$ cat src/sv/crgl_pkg.sv
// Shared types and constants of the charcode run glyph lookup block.
package crgl_pkg;

    localparam int DEF_MAX_RUNS = 256;

    localparam int SLOT_W   = 8;
    localparam int CODE_W   = 16;
    localparam int GLYPH_W  = 16;
    localparam int RCOUNT_W = 9;
    localparam int IN_DATA_W  = 56;
    localparam int OUT_DATA_W = 16;
    localparam int CFG_IDX_W  = 1;
    localparam int CFG_DATA_W = 16;

    localparam logic [GLYPH_W-1:0] NOT_FOUND_INDEX = 16'hFFFF;

    localparam logic OP_WRITE  = 1'b0;
    localparam logic OP_LOOKUP = 1'b1;

    localparam logic [CFG_IDX_W-1:0] CFG_RUN_COUNT   = 1'b0;
    localparam logic [CFG_IDX_W-1:0] CFG_GLYPH_COUNT = 1'b1;

    // One table entry: first code of the run and glyph of that code.
    typedef struct packed {
        logic [CODE_W-1:0]  start;
        logic [GLYPH_W-1:0] glyph;
    } t_entry;

    // Commands from the controller to the datapath.
    typedef struct packed {
        logic wr;        // store a run entry from the input word
        logic start;     // latch the code and open the search window
        logic step;      // compare one probe and narrow the window
        logic fin0;      // form the offset index from the lower run
        logic fin1;      // check the index against its bound
        logic load_out;  // move the result into the output register
    } t_cmd;

    // Status from the datapath to the controller.
    typedef struct packed {
        logic empty;       // no valid runs, every lookup misses
        logic hit;         // probe start code equals the looked-up code
        logic search_end;  // window closes after this probe
        logic lo_zero;     // code lies below the first run
        logic out_free;    // output register can take a result
    } t_status;

endpackage

$ cat src/sv/crgl_ctrl.sv
// Controller state machine that sequences writes and binary-search lookups.
module crgl_ctrl (
    input  logic              i_clk,
    input  logic              i_rst_n,
    input  logic              i_in_valid,
    input  logic              i_in_op,
    output logic              o_in_ready,
    input  crgl_pkg::t_status i_status,
    output crgl_pkg::t_cmd    o_cmd
);

    typedef enum logic [4:0] {
        S_IDLE   = 5'b00001,
        S_SEARCH = 5'b00010,
        S_FIN0   = 5'b00100,
        S_FIN1   = 5'b01000,
        S_DONE   = 5'b10000
    } t_state;

    t_state r_state, n_state;

    always_ff @(posedge i_clk) begin
        if (!i_rst_n) begin
            r_state <= S_IDLE;
        end else begin
            r_state <= n_state;
        end
    end

    always_comb begin
        n_state    = r_state;
        o_cmd      = '0;
        o_in_ready = 1'b0;
        unique case (r_state)
            S_IDLE: begin
                o_in_ready = 1'b1;
                if (i_in_valid) begin
                    if (i_in_op == crgl_pkg::OP_WRITE) begin
                        o_cmd.wr = 1'b1;
                    end else begin
                        o_cmd.start = 1'b1;
                        n_state = i_status.empty ? S_DONE : S_SEARCH;
                    end
                end
            end
            S_SEARCH: begin
                o_cmd.step = 1'b1;
                if (i_status.hit) begin
                    n_state = S_DONE;
                end else if (i_status.search_end) begin
                    n_state = i_status.lo_zero ? S_DONE : S_FIN0;
                end
            end
            S_FIN0: begin
                o_cmd.fin0 = 1'b1;
                n_state = S_FIN1;
            end
            S_FIN1: begin
                o_cmd.fin1 = 1'b1;
                n_state = S_DONE;
            end
            S_DONE: begin
                if (i_status.out_free) begin
                    o_cmd.load_out = 1'b1;
                    n_state = S_IDLE;
                end
            end
            default: begin
                n_state = S_IDLE;
            end
        endcase
    end

endmodule

$ cat config.mk
export PLATFORM = sky130hd
export DESIGN_NAME = crgl_ctrl
export DESIGN_NICKNAME = d
export VERILOG_FILES = /design/src/sv/crgl_pkg.sv /design/src/sv/crgl_ctrl.sv
export SDC_FILE = /design/constraint.sdc
export NUM_CORES = 1
export LEC_CHECK = 0
export ABC_AREA = 1
export ABC_CLOCK_PERIOD_IN_PS = 2100
export CORE_AREA = 2 2 39 41
export CTS_CLUSTER_DIAMETER = 120
export DETAILED_ROUTE_END_ITERATION = 6
export DIE_AREA = 0 0 41 43
export DONT_BUFFER_PORTS = 1
export GPL_TIMING_DRIVEN = 0
export PLACE_DENSITY = 0.43
export SYNTH_ARGS = -nofsm -noshare
export SYNTH_HDL_FRONTEND = slang
export SYNTH_SLANG_ARGS = --single-unit
$ cat constraint.sdc
create_clock -name i_clk -period 2.1 [get_ports i_clk]
set_input_delay 0.315 -clock i_clk [delete_from_list [all_inputs] [get_ports i_clk]]
set_output_delay 0.315 -clock i_clk [all_outputs]
set_load 0.005 [all_outputs]
==> results of run 1 <==
-- routing by layer --
| layer | vias up | GRT usage [%] | part of all wire, % |
|---|---|---|---|
| met5 | - | 0 | 0 |
| met4 | 0 | 12.00 | 1.3 |
| met3 | 2 | 2.094 | 5.6 |
| met2 | 6 | 16.25 | 54 |
| met1 | 161 | 12.66 | 39 |
| li1 | 188 | - | - |
-- power by group through the flow --
stage / clock (mW) / sequential [mW] / combinational, mW
after floorplan: 0 / 0.107 / 0.0652
after global placement: 0 / 0.109 / 0.0753
after detailed placement: 0 / 0.108 / 0.0742
after CTS: 0.116 / 0.107 / 0.0745
after global routing: 0.120 / 0.107 / 0.0845
final: 0.109 / 0.107 / 0.0736
-- metrics by stage --
step | hold WS (ns) | cell area (um^2) | cells | util (%)
3_5_place_dp | 0.3882 | 386.6 | 74 | 27.94
6_report | 0.1436 | 412.9 | 78 | 29.84
4_1_cts | 0.1341 | 412.9 | 78 | 29.84
2_1_floorplan | 0.3838 | 366.6 | 58 | -
5_1_grt | 0.1491 | 412.9 | 78 | 29.84
3_3_place_gp | 0.3862 | 386.6 | 74 | 27.94
-- critical path, cell delays in order (launching register included) --
cell and delay (ns):
sky130_fd_sc_hd__dfxtp_1 0.34, sky130_fd_sc_hd__nor2_4 0.23, sky130_fd_sc_hd__nand3_4 0.14, sky130_fd_sc_hd__inv_2 0.08, sky130_fd_sc_hd__nand2_1 0.05, sky130_fd_sc_hd__nor2_1 0.11
-- area by class of cell --
class | count | area [um^2] | share of cell area [%]
Multi-Input combinational cell | 40 | 217.7 | 52.73
Sequential cell | 5 | 100.1 | 24.24
Inverter | 13 | 48.80 | 11.82
Clock buffer | 4 | 26.28 | 6.364
Tap cell | 16 | 20.02 | 4.848
-- logic make-up after synthesis --
kind of cell / Yosys count / synth area share, %
buffers and inverters: 13 / 13.31
AND/OR/NAND/NOR: 38 / 55.63
AO/OA/AOI/OAI: 2 / 3.753
flip-flops: 5 / 27.30
-- worst paths after layout --
kind	start	endpoint	slack (ns)
worst max-delay path	r_state[3]	o_cmd[5]	0.61
worst min-delay path	i_rst_n	r_state[0]	0.14
worst min register to register	r_state[4]	r_state[4]	0.56
worst max register to register	r_state[3]	r_state[0]	0.92
-- cell usage in the layout (no fill, tap or decap) --
cell type,n
sky130_fd_sc_hd__inv_1,11
sky130_fd_sc_hd__nand3_4,1
sky130_fd_sc_hd__nand3_1,4
sky130_fd_sc_hd__a21oi_2,1
sky130_fd_sc_hd__clkbuf_4,3
sky130_fd_sc_hd__clkbuf_1,1
sky130_fd_sc_hd__nor2_4,2
sky130_fd_sc_hd__dfxtp_1,5
sky130_fd_sc_hd__inv_2,2
sky130_fd_sc_hd__a21oi_1,1
sky130_fd_sc_hd__nand4_1,4
sky130_fd_sc_hd__nor2_2,3
sky130_fd_sc_hd__nand2_1,10
sky130_fd_sc_hd__nand4_2,1
sky130_fd_sc_hd__nor3_1,1
sky130_fd_sc_hd__nor2_1,12
==> qor.csv, run 1 <==
metric,value,unit
run_status,finished clean,
worstHoldPathType,in -> reg,
area.growth.synth_to_final,12.63,%
core,1384,um^2
port_buffers,0,
min_path_cells,1,
netlist_top_cells_area,"sky130_fd_sc_hd__dfxtp_1 (27%), sky130_fd_sc_hd__nor2_1 (12%), sky130_fd_sc_hd__inv_1 (11%)",
sequential_cell_area_fraction_in_the_yosys_report,27.30,%
drive_above_1_share,20.97,%
share_seq_of_total_power,36.9,%
design_power_total,0.2890,mW
switching_power,0.09010,mW
post_synth_most_frequent_cells,"sky130_fd_sc_hd__nor2_1 (12), sky130_fd_sc_hd__inv_1 (11), sky130_fd_sc_hd__nand2_1 (10)",
initialDrtViolationCount,5,
synthMostInstantiatedCell,sky130_fd_sc_hd__nor2_1,
antenna_violating_nets_post_route,0,
placementRows,14,
floorplan.initialDensity,26.49,%
worstSkewPairLatency,0.24,ns
postSynthCellCount,58,
fmax,0.6712,GHz
cts_root_buffer,sky130_fd_sc_hd__clkbuf_4,
cts_tree,done,
synth.net_count,67,
max-vdd-ir-drop,0.2090,mV
grt_pass1_vias,339,
die_x,41,um
largestRegisters,r_state x5,
synth_cell_type_count,14,
grt_setup_unrepaired,false,
syn_area_per_cell,6.321,um^2
post_cts_buffers,0,
cts_inserted_buffers,3,
final_net_count,72,
num-fill-cells,171,
largest_register_ffs,5,
registers.top_by_ff_count,r_state,
dieHeight,43,um
clock-skew-final,0.0007703,ns
critPathArrivalTime,1.17,ns
boundaryPins,16,
mappedNetlistArea,366.6,um^2
total_leakage_power,0.2304,nW
antennaDiodeCount,0,
count_of_hold_fix_buffers_inserted_at_cts,0,
total_vias_in_the_final_route,357,
synth_top_cell_by_area,sky130_fd_sc_hd__dfxtp_1,
ctsLongestPathBuffers,2,
synth_top_area_share,27.30,%
hpwlAfterDp,612.8,um
switching_share,31.18,%
async_reset_ff_share,0,%
power.density,699.9,nW/um^2
clk_transition_reported_paths,0.04,ns
ctsHtreeMaxLevel,1,
setup_viol,0,
residual_drc,0,
min_period,1.490,ns
slew_margin_rel,85.50,%
period_share,70.95,%
place_ws,0.8480,ns
grt_usage,11.38,%
criticalPathCategory,reg -> out,
setup_total_negative_slack,0,ns
finalWorstSetupSlack,0.6101,ns
viasPerCell,4.577,
synth-warning-count,0,
startpoint_type,register,
post_cts_repair_resize_count,0,
critical_path.endpoint_type,output port,
global_route_wire_length_before_repair,1.297,mm
internal_power,0.1989,mW
ff2ff_path_depth,6,
avgRoutedWirePerCell,9.628,um
grt_max_degree,8,
combPwrFrac,25.5,%
clkSinkCount,5,
path_max_fanout,7,
power_frac_clock,37.6,%
drv.max_cap_violation_count,0,
synth_enable_flop_cells,0,
final_hold_viol_count,0,
die-area,1763,um^2
postRouteWirelength,751,um
yosys_register_bits,5,
finalWeightedCongestion,0.6330,
overflow,0,
worstMarginPinSlew,0.2170,ns
finalMaxSlewViolations,0,
synth_ff_type,sky130_fd_sc_hd__dfxtp_1,
firstDrtPassIters,4,
number_of_antenna_violations_at_the_first_check_in_global_routing,0,
cp.required,1.78,ns
No activity file was read; power rests on OpenSTA's default activity.
==> run 2, diff against run 1 <==
ABC_CLOCK_PERIOD_IN_PS = 1300   (was 2100)
PLACE_DENSITY = 0.44   (was 0.43)
clock period = 1.3 ns   (was 2.1 ns; I/O delays follow)
==> qor.csv, run 2 (same netlist as run 1, synthesis figures left out) <==
metric,value,unit,change
grt_max_degree,8,,unchanged
layout.cells.most_common_list,"sky130_fd_sc_hd__nor2_1 (11), sky130_fd_sc_hd__inv_1 (10), sky130_fd_sc_hd__nand2_1 (10)",,
grt_usage,11.96,%,+0.58 points
slew_margin_rel,87.66,%,+2.2 points
avgRoutedWirePerCell,9.607,um,-0.22%
port_buffers,0,,unchanged
criticalPathCategory,reg -> out,,
final_util,34.00,%,+4.2 points
clkSinkCount,5,,unchanged
core,1384,um^2,unchanged
placementRows,14,,unchanged
number_of_antenna_violations_at_the_first_check_in_global_routing,0,,unchanged
num-fill-cells,166,,-2.9%
cpLargestDelayFamily,flip-flops,,
cts_inserted_buffers,3,,unchanged
antenna_violating_nets_post_route,0,,unchanged
boundaryPins,16,,unchanged
worstHoldPathType,in -> reg,,
largest_register_ffs,5,,unchanged
global_route_wire_length_before_repair,1.414,mm,+9.0%
max-vdd-ir-drop,0.3558,mV,+70%
switching_share,30.54,%,-0.63 points
fmax,0.7972,GHz,
total_vias_in_the_final_route,370,,+3.6%
layout_commonest_cell,sky130_fd_sc_hd__nor2_1,,
critical_path.n_buffers_inverters,2,,+1
critPathArrivalTime,1.06,ns,-0.11 ns
initialDrtViolationCount,0,,-5
viasPerCell,4.405,,-3.8%
grt_setup_unrepaired,true,,
fin_cells,84,,+7.7%
drv.max_cap_violation_count,0,,unchanged
power_frac_clock,34.3,%,-3.3 points
min_period,1.254,ns,
share_seq_of_total_power,34.9,%,-2.0 points
finalWeightedCongestion,0.6366,,+0.57%
crit_path_top_delay_cell,sky130_fd_sc_hd__dfxtp_2,,
path_max_fanout,3,,-4
registers.top_by_ff_count,r_state,,
setup_viol,0,,unchanged
overflow,0,,unchanged
area.growth.synth_to_final,28.33,%,
dieHeight,43,um,unchanged
setup_total_negative_slack,0,ns,unchanged
final_hold_viol_count,0,,unchanged
cp.required,1.11,ns,-0.67 ns
place_ws,0.1161,ns,-0.7320 ns
clock-skew-final,0.0009663,ns,+0.0001960 ns
combPwrFrac,30.8,%,+5.3 points
startpoint_type,register,,
critical_path.endpoint_type,output port,,
placed_cells_incl_taps,74,,unchanged
die-area,1763,um^2,unchanged
hpwlAfterDp,632.8,um,+3.3%
holdWs,0.02881,ns,-0.1148 ns
worstSkewPairLatency,0.23,ns,about the same
residual_drc,0,,unchanged
power.density,1066,nW/um^2,+52%
total_leakage_power,0.2582,nW,+12%
switching_power,0.1532,mW,+70%
internal_power,0.3483,mW,+75%
grt_pass1_vias,367,,+8.3%
cts_root_buffer,sky130_fd_sc_hd__clkbuf_4,,
period_share,96.49,%,
finalWorstSetupSlack,0.04562,ns,-0.5645 ns
floorplan.initialDensity,26.49,%,unchanged
worstPathCellList,nor2_4 -> buf_4 -> nand3_1 -> inv_1,,
firstDrtPassIters,1,,-3
clk_transition_reported_paths,0.04,ns,about the same
cts_tree,done,,
run_status,finished clean,,
ctsLongestPathBuffers,2,,unchanged
largestRegisters,r_state x5,,
cp_slowest_stage_delay,0.32,ns,-0.02 ns
die_x,41,um,unchanged
count_of_hold_fix_buffers_inserted_at_cts,0,,unchanged
finalMaxSlewViolations,0,,unchanged
worstMarginPinSlew,0.1843,ns,-0.03266 ns
ctsHtreeMaxLevel,1,,unchanged
final_net_count,78,,+8.3%
drive_above_1_share,36.76,%,+16 points
postRouteWirelength,807,um,+7.5%
antennaDiodeCount,0,,unchanged
==> run 2: power by group through the flow <==
stage	sequential (mW)	combinational, mW	clock [mW]
6_report	0.175	0.154	0.172
3_5_place_dp	0.175	0.122	0
3_3_place_gp	0.176	0.121	0
4_1_cts	0.175	0.155	0.182
2_1_floorplan	0.173	0.105	0
5_1_grt	0.176	0.172	0.191
==> run 2: routing by layer <==
metal | GRT usage, % | wire, um | part of all wire [%] | vias to the layer above
met2 | 18.13 | 441 | 55 | 6
met3 | 2.094 | 30 | 3.7 | 2
li1 | - | - | - | 200
met1 | 13.55 | 327 | 41 | 162
met4 | 10.00 | 8 | 0.99 | 0
met5 | 0 | 0 | 0 | -
==> run 2: layout make-up <==
| cell class | instances | area [um^2] | area share (%) |
|---|---|---|---|
| well taps | 16 | 20.02 | 4.255 |
| flip-flops and latches | 5 | 105.1 | 22.34 |
| inverters | 13 | 48.80 | 10.37 |
| clock buffers | 4 | 26.28 | 5.585 |
| multi-input cells | 40 | 225.2 | 47.87 |
| repair buffers | 6 | 45.04 | 9.574 |
==> run 2: repair_timing <==
action / CTS / global route
pin swaps: 3 / 2
setup buffers: 6 / 0
endpoints found under the hold margin: 0 / 0
resized for setup: 4 / 3
setup endpoints to repair: 1 / 6
gates cloned: 0 / 0
==> run 2: worst reg2reg max path, cell delays in order, from the launching register on <==
cell                      delay [ns]
sky130_fd_sc_hd__dfxtp_2        0.32
sky130_fd_sc_hd__nor2_4         0.15
sky130_fd_sc_hd__buf_4          0.14
sky130_fd_sc_hd__buf_4          0.10
sky130_fd_sc_hd__nand4_1        0.08
sky130_fd_sc_hd__nand2_1        0.11
sky130_fd_sc_hd__nor2_2         0.06
sky130_fd_sc_hd__a21oi_2        0.11
sky130_fd_sc_hd__nand2_1        0.05
==> run 2: per-stage QoR <==
step	area [um^2]	total power, mW
2_1_floorplan	366.6	0.2786
3_3_place_gp	386.6	0.2969
3_5_place_dp	386.6	0.2970
4_1_cts	465.4	0.5125
5_1_grt	470.5	0.5387
6_report	470.5	0.5015
==> run 2: worst paths after layout <==
check | end | slack (ns) | start | cells after the start
hold / removal | r_state[0] | 0.03 | i_rst_n | 1
setup reg to reg | r_state[0] | 0.07 | r_state[2] | 8
hold reg to reg | r_state[4] | 0.57 | r_state[4] | 2
setup / recovery | o_cmd[3] | 0.05 | r_state[2] | 4
